### config.mk
export PLATFORM = sky130hd
export DESIGN_NAME = seven_segment_scan_driver_unit
export DESIGN_NICKNAME = d
export VERILOG_FILES = /design/src/rtl/core/sssd_pkg.sv /design/src/rtl/core/seven_segment_scan_driver_unit.sv /design/src/rtl/core/sssd_fifo.sv /design/src/rtl/core/sssd_front.sv /design/src/rtl/core/sssd_back.sv
export SDC_FILE = /design/constraint.sdc
export NUM_CORES = 1
export LEC_CHECK = 0
export BUFFER_PORTS_ARGS = -buffer_cell sky130_fd_sc_hd__buf_2
export CORE_ASPECT_RATIO = 1.1
export CORE_MARGIN = 1.5
export CORE_UTILIZATION = 50
export CTS_CLUSTER_DIAMETER = 80
export CTS_CLUSTER_SIZE = 20
export DETAILED_ROUTE_END_ITERATION = 6
export PLACE_DENSITY = 0.66
export SYNTH_ARGS = -nofsm -noshare
export SYNTH_HDL_FRONTEND = slang
export SYNTH_HIERARCHICAL = 1
export SYNTH_SLANG_ARGS = --single-unit
### constraint.sdc
create_clock -name clk -period 8.1 [get_ports clk]
set_input_delay 1.62 -clock clk [delete_from_list [all_inputs] [get_ports clk]]
set_output_delay 1.62 -clock clk [all_outputs]
set_load 0.02 [all_outputs]
### src/rtl/core/sssd_pkg.sv
// Shared types, constants and segment decode for the seven-segment scan driver.
`timescale 1ns / 1ps

package sssd_pkg;

	localparam int DIGITS_DEF      = 4;
	localparam int QUEUE_DEPTH_DEF = 2;

	localparam int VALUE_W   = 14;
	localparam int CODE_W    = 4;
	localparam int COMMON_W  = 4;
	localparam int SEG_W     = 8;

	// divide by ten: (x * 52429) >> 19 is exact for x below 2^16
	localparam int RECIP_W     = 16;
	localparam int RECIP_SHIFT = 19;
	localparam int PROD_W      = VALUE_W + RECIP_W;
	localparam int QUO_W       = PROD_W - RECIP_SHIFT;
	localparam logic [RECIP_W-1:0] RECIP = 16'd52429;

	localparam logic [CODE_W-1:0] CODE_BLANK = 4'd15;

	typedef enum logic {
		KIND_TICK = 1'b0,
		KIND_LOAD = 1'b1
	} kind_t;

	typedef struct packed {
		kind_t               kind;
		logic [VALUE_W-1:0]  value;
	} in_t;

	typedef struct packed {
		logic [COMMON_W-1:0] common_drive;
		logic [SEG_W-1:0]    segment_drive;
	} out_t;

	// segments A..G on bits 0..6, DP off, blank above nine
	function automatic logic [SEG_W-1:0] seg_of(input logic [CODE_W-1:0] code);
		logic [SEG_W-1:0] s;
		case (code)
			4'd0: s = 8'h3F;
			4'd1: s = 8'h06;
			4'd2: s = 8'h5B;
			4'd3: s = 8'h4F;
			4'd4: s = 8'h66;
			4'd5: s = 8'h6D;
			4'd6: s = 8'h7D;
			4'd7: s = 8'h07;
			4'd8: s = 8'h7F;
			4'd9: s = 8'h6F;
			default: s = 8'h00;
		endcase
		return s;
	endfunction

endpackage

### src/rtl/core/seven_segment_scan_driver_unit.sv
// Top level of the multiplexed seven-segment scan driver.
// Usage:
//   Input queue (push/full/item): item.kind selects a scan tick or a load;
//   a load carries item.value, shown as its low DIGITS decimal digits with
//   the most significant digit on the first common. A transfer happens when
//   push is high and full is low.
//   Result queue (empty/pop/result): every item gives one result. A tick
//   gives the common lines (active low, one low) and segments A..G for the
//   current position, then steps the position. A load restarts the scan and
//   repeats the last common and segment values.
//   Path from input transfer to result: one divide-by-ten stage per digit,
//   then the digit queue and the result queue. Throughput: one item per
//   cycle while no queue is full.
//   Reset: all queues empty, digits blank, position at the first digit,
//   common and segment registers zero.
//   A stalled receiver fills the result queue, then the digit queue, then
//   the split pipeline; full rises and nothing is dropped.
`timescale 1ns / 1ps

module seven_segment_scan_driver_unit #(
	parameter int DIGITS      = sssd_pkg::DIGITS_DEF,
	parameter int QUEUE_DEPTH = sssd_pkg::QUEUE_DEPTH_DEF
) (
	input  logic           clk,
	input  logic           arst_n,
	input  logic           push,
	output logic           full,
	input  sssd_pkg::in_t  item,
	output logic           empty,
	input  logic           pop,
	output sssd_pkg::out_t result
);

	localparam int CMD_W = DIGITS * sssd_pkg::CODE_W + 1;
	localparam int RES_W = $bits(sssd_pkg::out_t);

	logic             cmd_push;
	logic             cmd_full;
	logic [CMD_W-1:0] cmd_in;
	logic [CMD_W-1:0] cmd_out;
	logic             cmd_empty;
	logic             cmd_pop;

	logic             res_push;
	logic             res_full;
	sssd_pkg::out_t   res_in;
	logic [RES_W-1:0] res_out;

	sssd_front #(.DIGITS(DIGITS)) u_front (
		.clk      (clk),
		.arst_n   (arst_n),
		.push     (push),
		.full     (full),
		.item     (item),
		.cmd_push (cmd_push),
		.cmd_data (cmd_in),
		.cmd_full (cmd_full)
	);

	sssd_fifo #(.W(CMD_W), .DEPTH(QUEUE_DEPTH)) u_cmd_q (
		.clk    (clk),
		.arst_n (arst_n),
		.push   (cmd_push),
		.din    (cmd_in),
		.full   (cmd_full),
		.pop    (cmd_pop),
		.dout   (cmd_out),
		.empty  (cmd_empty)
	);

	sssd_back #(.DIGITS(DIGITS)) u_back (
		.clk       (clk),
		.arst_n    (arst_n),
		.cmd_empty (cmd_empty),
		.cmd_data  (cmd_out),
		.cmd_pop   (cmd_pop),
		.res_full  (res_full),
		.res_push  (res_push),
		.res       (res_in)
	);

	sssd_fifo #(.W(RES_W), .DEPTH(QUEUE_DEPTH)) u_res_q (
		.clk    (clk),
		.arst_n (arst_n),
		.push   (res_push),
		.din    (res_in),
		.full   (res_full),
		.pop    (pop),
		.dout   (res_out),
		.empty  (empty)
	);

	assign result = sssd_pkg::out_t'(res_out);

endmodule

### src/rtl/core/sssd_fifo.sv
// Small register-based queue with full and empty flags.
`timescale 1ns / 1ps

module sssd_fifo #(
	parameter int W     = 8,
	parameter int DEPTH = sssd_pkg::QUEUE_DEPTH_DEF
) (
	input  logic         clk,
	input  logic         arst_n,
	input  logic         push,
	input  logic [W-1:0] din,
	output logic         full,
	input  logic         pop,
	output logic [W-1:0] dout,
	output logic         empty
);

	localparam int PTR_W = (DEPTH > 1) ? $clog2(DEPTH) : 1;
	localparam int CNT_W = $clog2(DEPTH + 1);

	logic [W-1:0]     mem [DEPTH];
	logic [PTR_W-1:0] wr_ptr_q;
	logic [PTR_W-1:0] rd_ptr_q;
	logic [CNT_W-1:0] count_q;
	logic             do_push;
	logic             do_pop;

	assign full    = (count_q == CNT_W'(DEPTH));
	assign empty   = (count_q == '0);
	assign do_push = push && !full;
	assign do_pop  = pop && !empty;
	assign dout    = mem[rd_ptr_q];

	always_ff @(posedge clk) begin
		if (do_push) begin
			mem[wr_ptr_q] <= din;
		end
	end

	always_ff @(posedge clk or negedge arst_n) begin
		if (!arst_n) begin
			wr_ptr_q <= '0;
			rd_ptr_q <= '0;
			count_q  <= '0;
		end else begin
			if (do_push) begin
				wr_ptr_q <= (wr_ptr_q == PTR_W'(DEPTH - 1)) ? '0 : wr_ptr_q + PTR_W'(1);
			end
			if (do_pop) begin
				rd_ptr_q <= (rd_ptr_q == PTR_W'(DEPTH - 1)) ? '0 : rd_ptr_q + PTR_W'(1);
			end
			if (do_push && !do_pop) begin
				count_q <= count_q + CNT_W'(1);
			end else if (do_pop && !do_push) begin
				count_q <= count_q - CNT_W'(1);
			end
		end
	end

endmodule

### src/rtl/core/sssd_front.sv
// Front end: accepts items and splits load values into decimal digits, one digit per stage.
`timescale 1ns / 1ps

module sssd_front #(
	parameter int DIGITS = sssd_pkg::DIGITS_DEF
) (
	input  logic                                 clk,
	input  logic                                 arst_n,
	input  logic                                 push,
	output logic                                 full,
	input  sssd_pkg::in_t                        item,
	output logic                                 cmd_push,
	output logic [DIGITS*sssd_pkg::CODE_W:0]     cmd_data,
	input  logic                                 cmd_full
);

	localparam int CW      = sssd_pkg::CODE_W;
	localparam int VW      = sssd_pkg::VALUE_W;
	localparam int CODES_W = DIGITS * CW;

	logic                 valid_s [DIGITS];
	sssd_pkg::kind_t      kind_s  [DIGITS];
	logic [VW-1:0]        rem_s   [DIGITS];
	logic [CODES_W-1:0]   codes_s [DIGITS];

	logic                 src_valid [DIGITS];
	sssd_pkg::kind_t      src_kind  [DIGITS];
	logic [VW-1:0]        src_rem   [DIGITS];
	logic [CODES_W-1:0]   src_codes [DIGITS];
	logic [CODES_W-1:0]   next_codes [DIGITS];
	logic [sssd_pkg::PROD_W-1:0] prod [DIGITS];
	logic [sssd_pkg::QUO_W-1:0]  quo  [DIGITS];
	logic [VW-1:0]        diff [DIGITS];

	logic adv;

	assign adv      = !(valid_s[DIGITS-1] && cmd_full);
	assign full     = !adv;
	assign cmd_push = valid_s[DIGITS-1] && adv;
	assign cmd_data = {kind_s[DIGITS-1], codes_s[DIGITS-1]};

	for (genvar k = 0; k < DIGITS; k++) begin : g_stage
		if (k == 0) begin : g_head
			assign src_valid[k] = push;
			assign src_kind[k]  = item.kind;
			assign src_rem[k]   = item.value;
			assign src_codes[k] = '0;
		end else begin : g_body
			assign src_valid[k] = valid_s[k-1];
			assign src_kind[k]  = kind_s[k-1];
			assign src_rem[k]   = rem_s[k-1];
			assign src_codes[k] = codes_s[k-1];
		end

		assign prod[k] = sssd_pkg::PROD_W'(src_rem[k]) * sssd_pkg::PROD_W'(sssd_pkg::RECIP);
		assign quo[k]  = prod[k][sssd_pkg::PROD_W-1:sssd_pkg::RECIP_SHIFT];
		assign diff[k] = src_rem[k] - (VW'({quo[k], 3'b000}) + VW'({quo[k], 1'b0}));

		// each stage fills its own digit slot, still zero from earlier stages
		assign next_codes[k] = src_codes[k] |
			(CODES_W'(diff[k][CW-1:0]) << ((DIGITS-1-k)*CW));

		always_ff @(posedge clk or negedge arst_n) begin
			if (!arst_n) begin
				valid_s[k] <= 1'b0;
			end else if (adv) begin
				valid_s[k] <= src_valid[k];
			end
		end

		always_ff @(posedge clk) begin
			if (adv) begin
				kind_s[k]  <= src_kind[k];
				rem_s[k]   <= VW'(quo[k]);
				codes_s[k] <= next_codes[k];
			end
		end
	end

endmodule

### src/rtl/core/sssd_back.sv
// Back end: digit store, scan position and display line registers.
`timescale 1ns / 1ps

module sssd_back #(
	parameter int DIGITS = sssd_pkg::DIGITS_DEF
) (
	input  logic                             clk,
	input  logic                             arst_n,
	input  logic                             cmd_empty,
	input  logic [DIGITS*sssd_pkg::CODE_W:0] cmd_data,
	output logic                             cmd_pop,
	input  logic                             res_full,
	output logic                             res_push,
	output sssd_pkg::out_t                   res
);

	localparam int CW    = sssd_pkg::CODE_W;
	localparam int POS_W = (DIGITS > 1) ? $clog2(DIGITS) : 1;

	logic [CW-1:0]                 codes_q [DIGITS];
	logic [POS_W-1:0]              pos_q;
	logic [sssd_pkg::COMMON_W-1:0] common_q;
	logic [sssd_pkg::SEG_W-1:0]    segment_q;

	logic                          fire;
	sssd_pkg::kind_t               cmd_kind;
	logic [sssd_pkg::COMMON_W-1:0] tick_common;
	logic [sssd_pkg::SEG_W-1:0]    tick_seg;

	assign fire     = !cmd_empty && !res_full;
	assign cmd_pop  = fire;
	assign res_push = fire;
	assign cmd_kind = sssd_pkg::kind_t'(cmd_data[DIGITS*CW]);
	assign tick_seg = sssd_pkg::seg_of(codes_q[pos_q]);

	always_comb begin
		for (int b = 0; b < sssd_pkg::COMMON_W; b++) begin
			tick_common[b] = (b < DIGITS) && (pos_q != POS_W'(b));
		end
	end

	always_comb begin
		if (cmd_kind == sssd_pkg::KIND_LOAD) begin
			res.common_drive  = common_q;
			res.segment_drive = segment_q;
		end else begin
			res.common_drive  = tick_common;
			res.segment_drive = tick_seg;
		end
	end

	always_ff @(posedge clk or negedge arst_n) begin
		if (!arst_n) begin
			for (int i = 0; i < DIGITS; i++) begin
				codes_q[i] <= sssd_pkg::CODE_BLANK;
			end
			pos_q     <= '0;
			common_q  <= '0;
			segment_q <= '0;
		end else if (fire) begin
			if (cmd_kind == sssd_pkg::KIND_LOAD) begin
				for (int i = 0; i < DIGITS; i++) begin
					codes_q[i] <= cmd_data[i*CW +: CW];
				end
				pos_q <= '0;
			end else begin
				common_q  <= tick_common;
				segment_q <= tick_seg;
				pos_q     <= (pos_q == POS_W'(DIGITS - 1)) ? '0 : pos_q + POS_W'(1);
			end
		end
	end

endmodule

==> impl_results.rst <==
.. list-table::
   :header-rows: 1

   * - Metric
     - Value
   * - Status
     - finished clean
   * - Total via count in the routed design
     - approximately 9500
   * - Total global routing track utilization
     - 0.172
   * - Final routed wirelength across all metal layers
     - approximately 27000 µm
   * - Floorplan die area
     - approximately 34000 µm²
   * - Layout-stage area growth over the synthesis result
     - 7.19%
   * - Detailed Route Iter0 Violations
     - between 300 and 400
   * - Clock Root Buffer
     - clkbuf_16
   * - Placeable Area
     - roughly 32000 µm²
   * - Setup violations, final
     - 0
   * - Count of mapped cells out of synthesis
     - roughly 1400
   * - Number of nets with antenna violations after detailed routing
     - 0
   * - Share of cells above drive strength 1
     - 0.113
   * - R2R setup slack
     - between 1500 and 2000 ps
   * - Commonest cells after routing, fill and taps aside
     - 348 x ha_1, 296 x inv_1, 148 x fa_1
   * - Num rows
     - between 60 and 70
   * - Reg2Reg Launch Point
     - u_front/rem_s[0][3]
   * - Share of Yosys cell area claimed by the top area cell type
     - 0.264
   * - Average wire length per cell after detail routing
     - about 15 µm
   * - DIE HEIGHT
     - about 190 µm
   * - Post-synth ARST share
     - 0.237
   * - # placed instances
     - between 1500 and 2000
   * - Count of H-tree levels built during CTS
     - 4
   * - Net total in the final layout
     - a little under 2000
   * - Cts bufs inserted
     - 17
   * - Number of gates resized after CTS
     - 0
   * - Post-Syn Area
     - about 17000 µm²
   * - Synth cell types
     - 73
   * - Max Slew Vio Count
     - 0
   * - CTS tree
     - yes
   * - DRC
     - 0
   * - Main area contributors after synthesis
     - ha_1 26%, edfxtp_1 24%, fa_1 18%
   * - Setup total negative slack
     - 0 ps
   * - Commonest register cell after synthesis
     - edfxtp_1
   * - Data required time of the critical path
     - 8260 ps
   * - Portion of the clock cycle consumed by the worst path in the final layout
     - 0.805
   * - Worst Min Path Start
     - u_front/kind_s[2]
   * - Via-per-instance ratio
     - approximately 5
   * - Post-route worst hold slack
     - roughly 410 ps
   * - FMAX
     - 153 MHz
   * - Synth Area per Inst
     - approximately 12 µm²
   * - Number of buffers added on ports
     - 32
   * - DRT Pass-1 Iters
     - 5
   * - Share of the yosys chip area belonging to registers
     - 0.303
   * - Max capacitance violation total
     - 0
   * - Number of cells on the worst reg-to-reg path
     - 22
   * - Number of hold-repair buffers added at the cts stage
     - 0
   * - Most common cell after layout, fill and taps aside
     - ha_1
   * - Filler cell count
     - approximately 2800
   * - Finished Layout Cells
     - approximately 1900
   * - Largest net degree at the start of global routing
     - around 80
   * - Place WS
     - 1120 ps
   * - Launch point of the critical path
     - item[8]
   * - Top fanout value on the critical path
     - 5
   * - Initial antenna violation count
     - 0
   * - Maximum clock path buffer count
     - 2
   * - Number of antenna repair diodes
     - 0
   * - Clock Skew
     - 20.1 ps
   * - Synth warn
     - 6
   * - EDFF count, synth
     - about 130
   * - Initial Util
     - 0.509
   * - Io pins
     - 33
   * - Remaining global-route overflow
     - 0
   * - Worst R2R End
     - u_front/codes_s[1][11]
   * - Sink Count
     - around 170
   * - Max-Slew Margin vs Limit
     - 0.369
   * - Final critical delay including setup and external delays
     - about 6500 ps
   * - Unrepaired setup endpoints after global routing
     - false
   * - Weighted congestion at the end of routability-driven global placement
     - ~0.9
   * - Cell type with the largest total area after synthesis
     - ha_1
   * - Nature of the critical path startpoint
     - primary input
   * - Data arrival time at the worst-slack endpoint
     - 6680 ps
   * - Die X
     - 176 µm
   * - HPWL after DPL
     - 22800 µm
   * - Number of endpoints with negative hold slack in the final report
     - 0
   * - Clock slew at the register clock pins of the worst setup and hold paths
     - about 80 ps
   * - Number of nets in the synthesized netlist
     - 1890
   * - Post-CTS setup-driven buffer insertion count
     - 0
   * - Hold Path Class
     - reg2reg
   * - Category of the critical setup timing path
     - in2reg
   * - Setup slack after layout
     - ~1600 ps
   * - FF+latch count, synth
     - ~170
   * - End point of the critical path
     - u_front/codes_s[0][15]
   * - Slew at the pin with the worst max-slew slack
     - between 900 and 1000 ps
   * - Critical path endpoint category
     - flop
   * - Clock latency of the later-clocked register in the worst-skew pair
     - about 430 ps
   * - Wire length of the first global-routing pass
     - roughly 47000 µm
   * - Via count of the first global-routing pass
     - 10100
==> registers in the layout, indices dropped and copies added, names as in the netlist, 4 cells and up <==
| name | cells |
|---|---|
| u_back/codes_q | 16 |
| u_back/common_q | 4 |
| u_back/segment_q | 7 |
| u_cmd_q/mem | 34 |
| u_front/codes_s | 40 |
| u_front/kind_s | 4 |
| u_front/rem_s | 30 |
| u_res_q/mem | 24 |
==> critical path, cell delays in order <==
cell and delay (ps):
buf_2 140, ha_1 310, inv_1 60, fa_1 610, fa_1 450, fa_1 490
inv_1 50, fa_1 500, inv_1 50, fa_1 470, inv_1 40, ha_1 280
nand2_1 50, a211oi_1 200, o31ai_1 120, a21boi_1 290, nor2_1 90, xnor2_1 180
ha_1 290, nand2_1 70, nand2_1 60, xnor2_1 150, xnor2_1 140
==> cell usage after synthesis, types with 5 or more instances <==
library cell,instances
inv_1,296
a21oi_1,22
a21o_1,11
or3_1,5
nand4_1,5
o21ai_1,7
xnor2_1,37
xor2_1,20
a31oi_1,6
nand3_1,9
ha_1,348
nor3_1,8
dfrtp_1,25
edfxtp_1,132
nor2b_1,6
mux2_4,19
a211oi_1,12
nor2_1,43
nand2_1,41
or2_2,6
nand2b_1,6
fa_1,148
o21ai_0,30
dfstp_2,16
mux2_2,32
==> area by class of cell <==
type,count,area [µm²],share of cell area
tap,426,533,0.0301
sequential,173,5010,0.283
clock inverter,14,149,0.00841
inverter,296,1110,0.0628
multi-input combinational,892,10300,0.581
clock buffer,18,429,0.0242
timing repair buffer,35,183,0.0103
==> logic make-up (layout without fill, tap and decap cells) <==
group | Yosys count | after routing | synth area share
compound gates | 130 | 130 | 0.0563
xor+xnor | 59 | 59 | 0.0329
fa+ha+maj | 496 | 496 | 0.443
buf+inv | 310 | 363 | 0.0742
flops | 173 | 173 | 0.303
mux | 58 | 58 | 0.0465
other cells | 1 | 1 | 0.000227
simple gates | 148 | 148 | 0.0436
==> layer usage <==
| metal | up-vias | share of wire | routed length [µm] | global-route usage |
|---|---|---|---|---|
| met5 | - | 0 | 0 | 0 |
| met4 | 0 | 0.014 | 376 | 0.0351 |
| met3 | 21 | 0.019 | 506 | 0.0225 |
| met2 | 97 | 0.50 | 13600 | 0.302 |
| met1 | 4648 | 0.46 | 12600 | 0.226 |
| li1 | 4714 | - | - | - |
==> worst min-delay path by stage <==
| stage | end | cells past startpoint |
|---|---|---|
| after floorplan | u_front/codes_s[1][12] | 0 |
| after global placement | u_front/codes_s[1][15] | 0 |
| after detailed placement | u_front/kind_s[3] | 0 |
| after CTS | u_front/kind_s[3] | 0 |
| after global routing | u_front/codes_s[3][8] | 0 |
| final | u_front/kind_s[3] | 0 |
==> per-stage QoR <==
step           area [µm²]   util
5_1_grt             17700  0.545
3_3_place_gp        17100  0.528
3_5_place_dp        17100  0.528
4_1_cts             17700  0.545
2_1_floorplan       16500      -
6_report            17700  0.545
Power is not shown: default switching activity piles up to over one toggle a cycle in this logic, so the estimate is an artifact.
